[config.mk]
export PLATFORM = sky130hd
export DESIGN_NAME = cprun_ctrl
export DESIGN_NICKNAME = d
export VERILOG_FILES = /design/src/hdl/cprun_pkg.sv /design/src/hdl/cprun_ctrl.sv
export SDC_FILE = /design/constraint.sdc
export NUM_CORES = 1
export LEC_CHECK = 0
export BUFFER_PORTS_ARGS = -buffer_cell sky130_fd_sc_hd__buf_2
export CAP_MARGIN = 20
export CORE_AREA = 2 2 39 41
export CTS_CLUSTER_DIAMETER = 80
export CTS_CLUSTER_SIZE = 28
export DETAILED_ROUTE_END_ITERATION = 10
export DIE_AREA = 0 0 41 43
export HOLD_SLACK_MARGIN = 0.03
export PLACE_DENSITY_LB_ADDON = 0.2
export SLEW_MARGIN = 30
export SYNTH_ARGS = -nofsm -noshare
export SYNTH_HDL_FRONTEND = slang
export SYNTH_SLANG_ARGS = --single-unit
[constraint.sdc]
create_clock -name clk -period 5.2 [get_ports clk]
set_input_delay 0.26 -clock clk [delete_from_list [all_inputs] [get_ports clk]]
set_output_delay 0.26 -clock clk [all_outputs]
set_load 0.05 [all_outputs]
[src/hdl/cprun_pkg.sv]
// Package for the contiguous page run allocator.
// Holds field codes, address constants and the control/status structs
// shared by the controller, the datapath and the top level.
package cprun_pkg;

  localparam int MAX_RUN = 64;

  localparam logic [63:0] PAGE_MASK   = 64'hFFFF_FFFF_FFFF_F000;
  localparam logic [63:0] PAGE_SIZE   = 64'h0000_0000_0000_1000;
  localparam logic [63:0] PRESENT_BIT = 64'h0000_0000_0000_0001;

  localparam int CFG_IDX_W = 1;
  localparam logic [CFG_IDX_W-1:0] REG_REGION_BASE = 1'b0;

  localparam logic CMD_MAP   = 1'b0;
  localparam logic CMD_UNMAP = 1'b1;

  typedef logic [1:0] status_t;
  localparam status_t ST_OK      = 2'd0;
  localparam status_t ST_BAD     = 2'd1;
  localparam status_t ST_NOSPACE = 2'd2;
  localparam status_t ST_OUTSIDE = 2'd3;

  typedef struct packed {
    logic    clr_wr;
    logic    capture;
    logic    srch_init;
    logic    srch_eval;
    logic    unmap_start;
    logic    mark_rd;
    logic    mark_wr;
    logic    emit_load;
    logic    stat_load;
    status_t stat_code;
  } cmd_t;

  typedef struct packed {
    logic clr_done;
    logic arg_bad;
    logic outside;
    logic is_unmap;
    logic hit;
    logic last_word;
    logic mark_more;
    logic emit_last;
    logic out_free;
  } sts_t;

endpackage

[src/hdl/cprun_ctrl.sv]
// Controller state machine of the page run allocator.
// Sequences clearing, argument checks, the word scan, map updates and
// result emission; uses cprun_pkg.
module cprun_ctrl (
  input  logic            clk,
  input  logic            rst_n,
  input  logic            in_tvalid,
  output logic            in_ready,
  input  cprun_pkg::sts_t sts,
  output cprun_pkg::cmd_t cmd
);
  import cprun_pkg::*;

  localparam logic [3:0] S_CLEAR = 4'd0;
  localparam logic [3:0] S_IDLE  = 4'd1;
  localparam logic [3:0] S_CHECK = 4'd2;
  localparam logic [3:0] S_SRD   = 4'd3;
  localparam logic [3:0] S_SEV   = 4'd4;
  localparam logic [3:0] S_MRD   = 4'd5;
  localparam logic [3:0] S_MWR   = 4'd6;
  localparam logic [3:0] S_EMIT  = 4'd7;
  localparam logic [3:0] S_STAT  = 4'd8;

  logic [3:0] state_r, state_nxt;
  status_t    stat_r, stat_nxt;

  always_ff @(posedge clk) begin
    if (!rst_n) begin
      state_r <= S_CLEAR;
      stat_r  <= ST_OK;
    end else begin
      state_r <= state_nxt;
      stat_r  <= stat_nxt;
    end
  end

  always_comb begin
    state_nxt     = state_r;
    stat_nxt      = stat_r;
    cmd           = '0;
    cmd.stat_code = stat_r;
    in_ready      = 1'b0;
    unique case (state_r)
      S_CLEAR: begin
        cmd.clr_wr = 1'b1;
        if (sts.clr_done) state_nxt = S_IDLE;
      end
      S_IDLE: begin
        in_ready    = 1'b1;
        cmd.capture = in_tvalid;
        if (in_tvalid) state_nxt = S_CHECK;
      end
      S_CHECK: begin
        if (sts.arg_bad) begin
          stat_nxt  = ST_BAD;
          state_nxt = S_STAT;
        end else if (sts.is_unmap) begin
          if (sts.outside) begin
            stat_nxt  = ST_OUTSIDE;
            state_nxt = S_STAT;
          end else begin
            cmd.unmap_start = 1'b1;
            state_nxt       = S_MRD;
          end
        end else begin
          cmd.srch_init = 1'b1;
          state_nxt     = S_SRD;
        end
      end
      S_SRD: state_nxt = S_SEV;
      S_SEV: begin
        cmd.srch_eval = 1'b1;
        if (sts.hit) begin
          state_nxt = S_MRD;
        end else if (sts.last_word) begin
          stat_nxt  = ST_NOSPACE;
          state_nxt = S_STAT;
        end else begin
          state_nxt = S_SRD;
        end
      end
      S_MRD: begin
        cmd.mark_rd = 1'b1;
        state_nxt   = S_MWR;
      end
      S_MWR: begin
        cmd.mark_wr = 1'b1;
        state_nxt   = sts.mark_more ? S_MRD : S_EMIT;
      end
      S_EMIT: begin
        if (sts.out_free) begin
          cmd.emit_load = 1'b1;
          if (sts.emit_last) state_nxt = S_IDLE;
        end
      end
      S_STAT: begin
        if (sts.out_free) begin
          cmd.stat_load = 1'b1;
          state_nxt     = S_IDLE;
        end
      end
      default: state_nxt = S_CLEAR;
    endcase
  end

endmodule

==> results.md, run 1 <==
| Metric | This run | Unit |
| --- | --- | --- |
| Hold violation count in the final report | 0 | - |
| Final critical path time including I/O delays and setup | 2.46 | ns |
| Fraction of the cycle the final worst path needs | 47.4 | % |
| Number of detailed-routing iterations run before antenna repair | 3 | - |
| Gr usage total | 17.0 | % |
| Input/output buffers | 23 | - |
| Via Count | 580 | - |
| Data required time at the worst endpoint | 4.94 | ns |
| Avg WL per Cell | 12.1 | um |
| Root buffer cell | clkbuf_4 | - |
| Share of Yosys cell area claimed by the top area cell type | 23.9 | % |
| PD cells | 472 | nW/um2 |
| Leading area contributor after synthesis | dfxtp_1 | - |
| Result of the run | completed | - |
| Final-layout worst hold slack | 0.292 | ns |
| Final setup violation count | 0 | - |
| Number of cell instances on the worst register-to-register path | 4 | - |
| Setup slack at placement | 3.16 | ns |
| CTS hold repair buffers | 0 | - |
| Routed Wire Length | 1300 | um |
| Post-detail-place hpwl | 956 | um |
| Critical path class | reg -> out | - |
| Endpoint of the lowest-slack register-to-register path | state_r[1]$_SDFFE_PN0P_ | - |
| Mapped cell area | 502 | um2 |
| EDFF count, synth | 0 | - |
| Prevailing post-synth register cell | dfxtp_1 | - |
| Clock sink total | 6 | - |
| Via count normalized by instance count | 5.42 | - |
| Net count of the mapped netlist | 83 | - |
| Power, Total | 297 | uW |
| Count of final max-slew check failures | 0 | - |
| Count of boundary I/O pins | 24 | - |
| Instance count of the mapped netlist | 71 | - |
| Unrepaired setup endpoints after global routing | false | - |
| Final critical-path setup slack | 2.74 | ns |
| Worst hold path endpoint | stat_r[1]$_SDFFE_PN0P_ | - |
| Number of rows in the core area | 14 | - |
| Gates resized, CTS repair | 0 | - |
| Worst-margin pin slew | 0.537 | ns |
| Die footprint | 1760 | um2 |
| Leak Pwr | 0.298 | nW |
| Antenna diode count | 0 | - |
| Die Ht | 43 | um |
| Global route total overflow | 0 | - |
| Clock transition at the registers of the reported paths | 0.05 | ns |
| Part of the Yosys area used for sequential elements | 23.9 | % |
| Average cell area after synthesis | 7.07 | um2 |
| Clock tree from TritonCTS | done | - |
| Commonest non-fill, non-tap cells in the layout | buf_2 (23), nor2_1 (7), nand2_1 (6), dfxtp_1 (6) | - |
| Final Net Count | 105 | - |
| Proportion of layout cells with a drive suffix above 1 | 29.7 | % |
| Yosys reg bits | 6 | - |
| Sum of negative setup slack | 0 | ns |
| Crit path arrival time | 2.20 | ns |
| Weighted congestion reported at the end of routability-driven placement | 0.790 | - |
| Initial cell density of the core | 36.3 | % |
| Reg2Reg Setup Slack | 3.10 | ns |
| Number of nets with antenna violations after detailed routing | 0 | - |
| Max IR drop VDD | 0.000153 | V |
| Type of element launching the critical path | flop | - |
| Async S/R FF share, synth | 0 | % |
| Reported max-cap violation count | 0 | - |
| Clock latency at the later pin of the worst-skew pair | 0.25 | ns |
| Kind of capture point of the worst setup path | output port | - |
| Buffer depth of the longest clock path | 2 | - |
| Path category of the worst min-delay check | in -> reg | - |
| Max Clk Rate | 406 | MHz |
| Max_slew headroom | 64.2 | % |
| Yosys warnings | 0 | - |
| First-pass GRT wire length | 2090 | um |
| Crit path max fanout | 20 | - |
| Worst Clk Skew | 0.0126 | ns |
| Number of design rule violations left after detail routing | 0 | - |
| Number of distinct standard cells referenced by the synthesized netlist | 33 | - |
| Largest net degree at the start of global routing | 21 | - |
| Reg2Reg Launch Point | state_r[1]$_SDFFE_PN0P_ | - |
| DIE WIDTH | 41 | um |
| Number of buffers inserted by post-CTS setup repair | 0 | - |
| Core Box Area | 1380 | um2 |
| Num CTS Buffers | 3 | - |
| Hold path depth | 2 | - |
| Count of H-tree levels built during CTS | 1 | - |
| Number of antenna violations at the first check in global routing | 0 | - |
| Launch point of the worst hold path | rst_n | - |
| Detailed Route Iter0 Violations | 11 | - |
| Area added between synthesis and finish | 25.4 | % |
| Number of global-route vias before repair | 491 | - |
| Commonest non-fill, non-tap cell in the layout | buf_2 | - |
| Cell types with the largest area share after synthesis | dfxtp_1 (24%), nor3b_1 (6.0%), nor2_1 (5.2%), or3_1 (5.0%), nand2_1 (4.5%) | - |
sequential cells by signal (all words and copies together), names as in the netlist:
| name | count |
|---|---|
| state_r | 4 |
| stat_r | 2 |
report_power, final:
part	leakage (nW)	internal, mW	switching [mW]
Combinational	0.236	0.0551	0.114
Clock	0.0138	0.0262	0.0185
Sequential	0.0489	0.0569	0.0266
Total	0.298	0.138	0.159
worst max-delay path by stage:
stage                            startpoint                       to  cells after the start
CTS                 state_r[1]$_SDFFE_PN0P_                   cmd[6]                      3
floorplan           state_r[2]$_SDFFE_PN0P_  state_r[2]$_SDFFE_PN0P_                      5
global placement    state_r[1]$_SDFFE_PN0P_                   cmd[6]                      3
global route        state_r[1]$_SDFFE_PN0P_                   cmd[6]                      3
finish              state_r[1]$_SDFFE_PN0P_                   cmd[6]                      3
detailed placement  state_r[1]$_SDFFE_PN0P_  state_r[1]$_SDFFE_PN0P_                      4
routing by layer:
layer  share of wire, %  wire length [um]  global-route usage, %
met3                7.8               101                   1.57
met1                 47               609                   23.7
met2                 44               567                   25.3
met5                  0                 0                      0
met4                1.2                16                   8.00
Yosys cell counts, drive strengths merged, types with 2 or more instances:
cell    n
nor2    7
dfxtp   6
nand2   6
o21ai   6
clkbuf  5
inv     4
nor3b   4
or3     4
a21oi   3
nor3    3
nand2b  2
cell type report:
class,instances,area [um2]
clock buffer,3,22.5
fill,162,754
inverter,4,15.0
multi-input combinational,55,337
sequential,6,120
tap,16,20.0
timing repair buffer,23,115
critical path: stages, from the launching register on:
cell,delay [ns]
dfxtp_1,0.65
or4b_1,0.52
nor4b_1,0.42
buf_2,0.35
per-stage QoR:
stage	area, um2	cells	util, %
2_1_floorplan	502	71	-
5_1_grt	629	107	45.5
3_5_place_dp	607	104	43.9
4_1_cts	629	107	45.5
6_report	629	107	45.5
3_3_place_gp	607	104	43.9
cells by family (layout without fill, tap and decap cells):
kind of cell    count (synthesis)  count (layout)  share of synthesized area, %
compound gates                 18              18                          23.7
buf+inv                        10              30                          8.98
flops                           6               6                          23.9
mux                             1               1                          2.00
simple gates                   36              36                          41.4
No activity file was read; power rests on OpenSTA's default activity.
==> run 2: changes to the inputs <==
--- a/config.mk
+++ b/config.mk
@@ -5,13 +5,14 @@
 export SDC_FILE = /design/constraint.sdc
 export NUM_CORES = 1
 export LEC_CHECK = 0
+export ABC_AREA = 1
 export BUFFER_PORTS_ARGS = -buffer_cell sky130_fd_sc_hd__buf_2
 export CAP_MARGIN = 20
-export CORE_AREA = 2 2 39 41
+export CORE_MARGIN = 2
+export CORE_UTILIZATION = 40
 export CTS_CLUSTER_DIAMETER = 80
 export CTS_CLUSTER_SIZE = 28
 export DETAILED_ROUTE_END_ITERATION = 10
-export DIE_AREA = 0 0 41 43
 export HOLD_SLACK_MARGIN = 0.03
 export PLACE_DENSITY_LB_ADDON = 0.2
 export SLEW_MARGIN = 30
==> constraint.sdc (replaced) <==
create_clock -name clk -period 2.13 [get_ports clk]
set_input_delay 0.1065 -clock clk [delete_from_list [all_inputs] [get_ports clk]]
set_output_delay 0.1065 -clock clk [all_outputs]
set_load 0.05 [all_outputs]
==> run 2 against run 1 <==
  * Hold slack worse by 0.21 ns
  * Sequential power is 120% higher
  * Area after synthesis is 12% higher
  * Total power grew to 2.6 times the previous value
  * Via count is 10% higher
  * Sequential share of layout area is 2.4 points lower
  * Critical path depth is 2 higher
==> results.md, run 2 <==
| Metric | This run | Unit | Change |
| --- | --- | --- | --- |
| Result of the run | completed | - |  |
| Crit path max fanout | 5 | - | -75% |
| Routed Wire Length | 1310 | um | +0.93% |
| Clock tree from TritonCTS | done | - |  |
| Number of antenna violations at the first check in global routing | 0 | - | unchanged |
| Combinational Power Share | 63.4 | % | +6.6 points |
| Final critical-path setup slack | 0.608 | ns | -2.13 ns |
| Worst-margin pin slew | 0.314 | ns | -0.223 ns |
| Fraction of power consumed by the clock network | 12.9 | % | -2.1 points |
| Net Sw Frac | 55.7 | % | +2.2 points |
| Gates resized, CTS repair | 0 | - | unchanged |
| Number of flip-flops under the largest register name | 4 | - | unchanged |
| Commonest non-fill, non-tap cells in the layout | nand2_1 (26), buf_2 (23), inv_1 (19) | - |  |
| Mapped cell area | 562 | um2 | +12% |
| Max IR drop VDD | 0.000687 | V | +350% |
| Final setup violation count | 0 | - | unchanged |
| Top post-synthesis cells by count | nand2_1 (26), inv_1 (19), nor2_1 (16) | - |  |
| Part of the power in registers | 23.7 | % | -4.4 points |
| Final-layout worst hold slack | 0.0825 | ns | -0.210 ns |
| Path category of the worst min-delay check | in -> reg | - |  |
| Setup slack at placement | 0.809 | ns | -2.35 ns |
| Kind of capture point of the worst setup path | output port | - |  |
| Die Ht | 41.5 | um | -3.5% |
| Initial cell density of the core | 43.2 | % | +6.9 points |
| Input/output buffers | 23 | - | unchanged |
| Largest net degree at the start of global routing | 9 | - | -57% |
| Leading area contributor after synthesis | dfxtp_1 | - |  |
| Yosys reg bits | 6 | - | unchanged |
| Part of the Yosys area used for sequential elements | 21.4 | % | -2.6 points |
| Final Net Count | 140 | - | +33% |
| Detailed Route Iter0 Violations | 13 | - | +2 |
| Register containing the most flip-flops in the final layout | state_r | - |  |
| Average cell area after synthesis | 5.62 | um2 | -21% |
| Count of final max-slew check failures | 0 | - | unchanged |
| Async S/R FF share, synth | 0 | % | unchanged |
| Global route total overflow | 0 | - | unchanged |
| EDFF count, synth | 0 | - | unchanged |
| Prevailing post-synth register cell | dfxtp_1 | - |  |
| Buffer depth of the longest clock path | 2 | - | unchanged |
| Number of distinct standard cells referenced by the synthesized netlist | 19 | - | -42% |
| Clock sink total | 6 | - | unchanged |
| Antenna diode count | 0 | - | unchanged |
| Reported max-cap violation count | 0 | - | unchanged |
| Number of buffers inserted by post-CTS setup repair | 0 | - | unchanged |
| Via count normalized by instance count | 4.53 | - | -16% |
| Cell types with the largest area share after synthesis | dfxtp_1 (21%), nand2_1 (17%), inv_1 (13%), nor2_1 (11%), nor2_4 (8.0%) | - |  |
| Sum of negative setup slack | 0 | ns | unchanged |
| Avg WL per Cell | 9.27 | um | -23% |
| Area added between synthesis and finish | 27.8 | % |  |
| Net count of the mapped netlist | 112 | - | +35% |
| Share of Yosys cell area claimed by the top area cell type | 21.4 | % | -2.6 points |
| Fraction of the cycle the final worst path needs | 71.4 | % |  |
| First-pass GRT wire length | 2300 | um | +10% |
| Via Count | 639 | - | +10% |
| Number of design rule violations left after detail routing | 0 | - | unchanged |
| Number of rows in the core area | 13 | - | -1 |
| Clock transition at the registers of the reported paths | 0.04 | ns | about the same |
| Power, Total | 768 | uW | +160% |
| Number of detailed-routing iterations run before antenna repair | 4 | - | +1 |
| Worst Clk Skew | 0.00181 | ns | -0.0107 ns |
| Gr usage total | 16.7 | % | -0.32 points |
| Instance count of the mapped netlist | 100 | - | +41% |
| PD cells | 1070 | nW/um2 | +130% |
| CTS hold repair buffers | 0 | - | unchanged |
| Count of boundary I/O pins | 24 | - | unchanged |
| Unrepaired setup endpoints after global routing | false | - |  |
| Die footprint | 1720 | um2 | -2.4% |
| Type of element launching the critical path | flop | - |  |
| Leak Pwr | 0.476 | nW | +60% |
| Post-detail-place hpwl | 1140 | um | +19% |
| Final critical path time including I/O delays and setup | 1.52 | ns |  |
| Root buffer cell | clkbuf_4 | - |  |
| DIE WIDTH | 41.5 | um | +1.2% |
| Num CTS Buffers | 3 | - | unchanged |
| Net switching power of the design | 427 | uW | +170% |
| Proportion of layout cells with a drive suffix above 1 | 32.5 | % | +2.9 points |
| Core Box Area | 1300 | um2 | -6.0% |
| Clock latency at the later pin of the worst-skew pair | 0.24 | ns | about the same |
| Yosys warnings | 0 | - | unchanged |
| Hold violation count in the final report | 0 | - | unchanged |
| Number of global-route vias before repair | 578 | - | +18% |
| Data required time at the worst endpoint | 2.02 | ns | -2.92 ns |
| Number of nets with antenna violations after detailed routing | 0 | - | unchanged |
| Crit path arrival time | 1.42 | ns | -0.78 ns |
| Max Clk Rate | 657 | MHz |  |
| Top-count cell post-synth | nand2_1 | - |  |
| Weighted congestion reported at the end of routability-driven placement | 0.869 | - | +10% |
| Largest regs | state_r: 4 flops, stat_r: 2 flops | - |  |
| Critical path class | reg -> out | - |  |
| Commonest non-fill, non-tap cell in the layout | nand2_1 | - |  |
| Cell-internal power | 340 | uW | +150% |
| Count of H-tree levels built during CTS | 1 | - | unchanged |
| Max_slew headroom | 79.1 | % | +15 points |
==> run 2: cell families (layout without fill, tap and decap cells) <==
logic type,Yosys count,in the layout,synth area share [%]
AND/OR/NAND/NOR,63,63,55.5
buffers and inverters,25,51,16.7
AO/OA/AOI/OAI,6,6,6.46
flip-flops,6,6,21.4
==> run 2: final timing paths <==
kind                            cells after the start  slack [ns]               startpoint                       to
worst max-delay path                                5        0.61  state_r[0]$_SDFFE_PN0P_                   cmd[9]
worst min-delay path                                3        0.08                    rst_n  state_r[3]$_SDFFE_PN0P_
worst max register to register                      7        0.82  state_r[0]$_SDFFE_PN0P_  state_r[2]$_SDFFE_PN0P_
worst min register to register                      2        0.49   stat_r[1]$_SDFFE_PN0P_   stat_r[1]$_SDFFE_PN0P_
==> run 2: area by class of cell <==
cell class	instances	area (um2)
repair buffers	23	115
inverters	25	93.8
multi-input cells	69	348
flip-flops and latches	6	120
fillers	145	583
clock buffers	3	22.5
well taps	15	18.8
==> run 2: stage by stage <==
stage / cell area [um2] / util (%) / cells
floorplan: 562 / - / 100
global placement: 696 / 53.5 / 138
detailed placement: 696 / 53.5 / 138
CTS: 718 / 55.2 / 141
global route: 718 / 55.2 / 141
finish: 718 / 55.2 / 141
==> run 2: metal layers <==
layer	share of wire [%]	global-route usage [%]	wire (um)	vias to the layer above
li1	-	-	-	352
met1	46	20.8	595	272
met2	51	29.7	662	15
met3	3.7	2.61	49	0
met4	0	3.87	0	0
met5	0	0	0	-
==> run 2: critical path: stages, from the launching register on <==
cell     delay (ns)
dfxtp_1        0.48
inv_2          0.08
nor2_4         0.11
nand2_1        0.09
nor3_1         0.13
buf_2          0.29
==> run 2: power by group through the flow <==
stage	logic [mW]	registers [mW]	clock network, mW
2_1_floorplan	0.370	0.203	0
3_3_place_gp	0.487	0.182	0
3_5_place_dp	0.489	0.184	0
4_1_cts	0.491	0.182	0.105
5_1_grt	0.542	0.187	0.108
6_report	0.487	0.182	0.0991
==> run 3: changes to the inputs <==
==> constraint.sdc (replaced) <==
create_clock -name clk -period 1.25 [get_ports clk]
set_input_delay 0.0625 -clock clk [delete_from_list [all_inputs] [get_ports clk]]
set_output_delay 0.0625 -clock clk [all_outputs]
set_load 0.05 [all_outputs]
==> run 3 against run 2 <==
  * The flow now finishes with violations (negative setup slack)
  * Sequential share of layout area shrank 2.2 points
  * Via count grew 11%
  * Global-route usage grew 2.2 points
  * Critical endpoint unchanged
  * Largest power group unchanged
==> results.md, run 3 (synthesis results as in run 2) <==
| Metric | This run | Unit | Change |
| --- | --- | --- | --- |
| Result of the run | complete, but fails checks | - |  |
| Violated checks | negative setup slack | - |  |
| Number of flip-flops under the largest register name | 4 | - | unchanged |
| Via Count | 707 | - | +11% |
| Number of rows in the core area | 13 | - | unchanged |
| Reg2Reg Setup Slack | 0 | ns | -0.82 ns |
| Crit path max fanout | 5 | - | unchanged |
| Critical Path, Cell by Cell | inv_2, nor2_4, nand2_2, nor3_2, buf_6 | - |  |
| Num CTS Buffers | 3 | - | unchanged |
| Number of design rule violations left after detail routing | 0 | - | unchanged |
| Gr usage total | 18.9 | % | +2.2 points |
| Routed Wire Length | 1600 | um | +23% |
| Clock latency at the later pin of the worst-skew pair | 0.24 | ns | about the same |
| Clock tree from TritonCTS | done | - |  |
| Post-detail-place hpwl | 1230 | um | +7.8% |
| Count of H-tree levels built during CTS | 1 | - | unchanged |
| Launch point of the worst hold path | rst_n | - |  |
| Data required time at the worst endpoint | 1.19 | ns | -0.83 ns |
| Endpoint of the lowest-slack register-to-register path | state_r[0]$_SDFFE_PN0P_ | - |  |
| Die footprint | 1720 | um2 | unchanged |
| Reg2Reg Launch Point | state_r[2]$_SDFFE_PN0P_ | - |  |
| Clock transition at the registers of the reported paths | 0.04 | ns | about the same |
| Critical path class | reg -> out | - |  |
| Sum of negative setup slack | -0.134 | ns | -0.134 ns |
| Number of cell instances on the worst register-to-register path | 8 | - | +1 |
| Leak Pwr | 0.543 | nW | +14% |
| Crit path arrival time | 1.22 | ns | -0.20 ns |
| Via count normalized by instance count | 4.78 | - | +5.4% |
| Kind of capture point of the worst setup path | output port | - |  |
| CTS hold repair buffers | 0 | - | unchanged |
| Avg WL per Cell | 10.8 | um | +17% |
| Type of element launching the critical path | flop | - |  |
| Count of final max-slew check failures | 0 | - | unchanged |
| Worst-margin pin slew | 0.282 | ns | -0.0315 ns |
| Unrepaired setup endpoints after global routing | true | - |  |
| Number of nets with antenna violations after detailed routing | 0 | - | unchanged |
| Antenna diode count | 0 | - | unchanged |
| Filler cell count in the final layout | 99 | - | -32% |
| Largest regs | state_r: 4 flops, stat_r: 2 flops | - |  |
| Buffer depth of the longest clock path | 2 | - | unchanged |
| Commonest non-fill, non-tap cells in the layout | nand2_1 (19), inv_1 (17), buf_2 (13) | - |  |
| Final setup violation count | 6 | - | +6 |
| Clock sink total | 6 | - | unchanged |
| Core Box Area | 1300 | um2 | unchanged |
| Die Ht | 41.5 | um | unchanged |
| Fraction of the cycle the final worst path needs | 103 | % |  |
| Initial cell density of the core | 43.2 | % | unchanged |
| Final critical path time including I/O delays and setup | 1.28 | ns |  |
| Final critical-path setup slack | -0.0341 | ns | -0.642 ns |
| Final core occ | 71.5 | % | +16 points |
| Global route total overflow | 0 | - | unchanged |
| Final Net Count | 147 | - | +5.0% |
| Power, Total | 1.60 | mW | +110% |
| Number of global-route vias before repair | 600 | - | +3.8% |
| Number of antenna violations at the first check in global routing | 0 | - | unchanged |
| Root buffer cell | clkbuf_4 | - |  |
| Area added between synthesis and finish | 65.7 | % |  |
| CP max-delay cell | dfxtp_4 | - |  |
| Proportion of layout cells with a drive suffix above 1 | 51.9 | % | +19 points |
| First-pass GRT wire length | 2470 | um | +7.2% |
| Reported max-cap violation count | 0 | - | unchanged |
| Path category of the worst min-delay check | in -> reg | - |  |
| Largest net degree at the start of global routing | 9 | - | unchanged |
| Delay of the slowest cell on the worst path | 0.39 | ns | -0.09 ns |
| Hold path depth | 3 | - | unchanged |
| Setup slack at placement | -0.0288 | ns | -0.837 ns |
| Max Clk Rate | 779 | MHz |  |
| Weighted congestion reported at the end of routability-driven placement | 0.857 | - | -1.4% |
| Number of detailed-routing iterations run before antenna repair | 4 | - | unchanged |
| Input/output buffers | 23 | - | unchanged |
| Final-layout worst hold slack | 0.0381 | ns | -0.0443 ns |
| Commonest non-fill, non-tap cell in the layout | nand2_1 | - |  |
| Max_slew headroom | 81.1 | % | +2.1 points |
| Max IR drop VDD | 0.00107 | V | +56% |
| Register containing the most flip-flops in the final layout | state_r | - |  |
| Hold violation count in the final report | 0 | - | unchanged |
| Worst Clk Skew | 0.00215 | ns | +0.000342 ns |
| DIE WIDTH | 41.5 | um | unchanged |
| Count of boundary I/O pins | 24 | - | unchanged |
| PD cells | 1720 | nW/um2 | +61% |
| Detailed Route Iter0 Violations | 20 | - | +7 |
| Worst hold path endpoint | state_r[3]$_SDFFE_PN0P_ | - |  |
run 3: changes by cell type in the layout (fill, tap and decap cells not counted), moves of 4 or more:
| cell | previous run | this run |
|---|---|---|
| dfxtp_4 | 0 | 4 |
| nand2_1 | 26 | 19 |
| buf_6 | 0 | 8 |
| buf_2 | 23 | 13 |
| dfxtp_1 | 6 | 2 |
| nand2_2 | 1 | 7 |
| buf_4 | 0 | 6 |
| nor2_1 | 16 | 12 |
run 3: through the flow:
step                instance area, um2  cells
floorplan                          584    100
global placement                   756    143
detailed placement                 756    143
CTS                                866    147
global route                       931    148
finish                             931    148
run 3: layout make-up:
| type | count | area (um2) | share of cell area (%) |
|---|---|---|---|
| Multi-Input combinational cell | 69 | 408 | 43.8 |
| Timing Repair Buffer | 30 | 245 | 26.3 |
| Tap cell | 15 | 18.8 | 2.02 |
| Clock buffer | 3 | 22.5 | 2.42 |
| Inverter | 25 | 101 | 10.9 |
| Sequential cell | 6 | 135 | 14.5 |
run 3: worst max-delay path by stage:
| stage | end | start | slack, ns | cells after the start |
|---|---|---|---|---|
| final | cmd[9] | state_r[0]$_SDFFE_PN0P_ | -0.03 | 5 |
| after global routing | cmd[9] | state_r[0]$_SDFFE_PN0P_ | -0.11 | 5 |
| after CTS | cmd[9] | state_r[0]$_SDFFE_PN0P_ | -0.05 | 5 |
| after detailed placement | stat_r[1]$_SDFFE_PN0P_ | state_r[0]$_SDFFE_PN0P_ | -0.03 | 7 |
| after global placement | state_r[1]$_SDFFE_PN0P_ | state_r[3]$_SDFFE_PN0P_ | 0.005 | 7 |
| after floorplan | cmd[9] | state_r[0]$_SDFFE_PN0P_ | -0.18 | 4 |
run 3: power breakdown:
group          total, mW  internal, mW  switching [mW]
Sequential         0.337         0.253          0.0841
Clock              0.173         0.108          0.0643
Combinational       1.09         0.402           0.693
Total               1.60         0.763           0.842
run 3: metal layers:
layer  share of wire, %  GRT usage, %  vias up
met5                  0             0        -
met4                4.2          13.5        0
met3                5.8          3.04        8
met2                 50          29.1       23
met1                 40          23.5      307
li1                   -             -      369
run 3: worst max-delay path: cells and delay by family, from the launching register on:
kind	cells	cell delay, ns
flip-flops	1	0.39
AND/OR/NAND/NOR	3	0.35
buffers and inverters	2	0.24
run 3: what timing repair did:
action	CTS	global route
setup endpoints to repair	14	15
resized for setup	27	20
buffers inserted	1	1
pin swaps	1	6
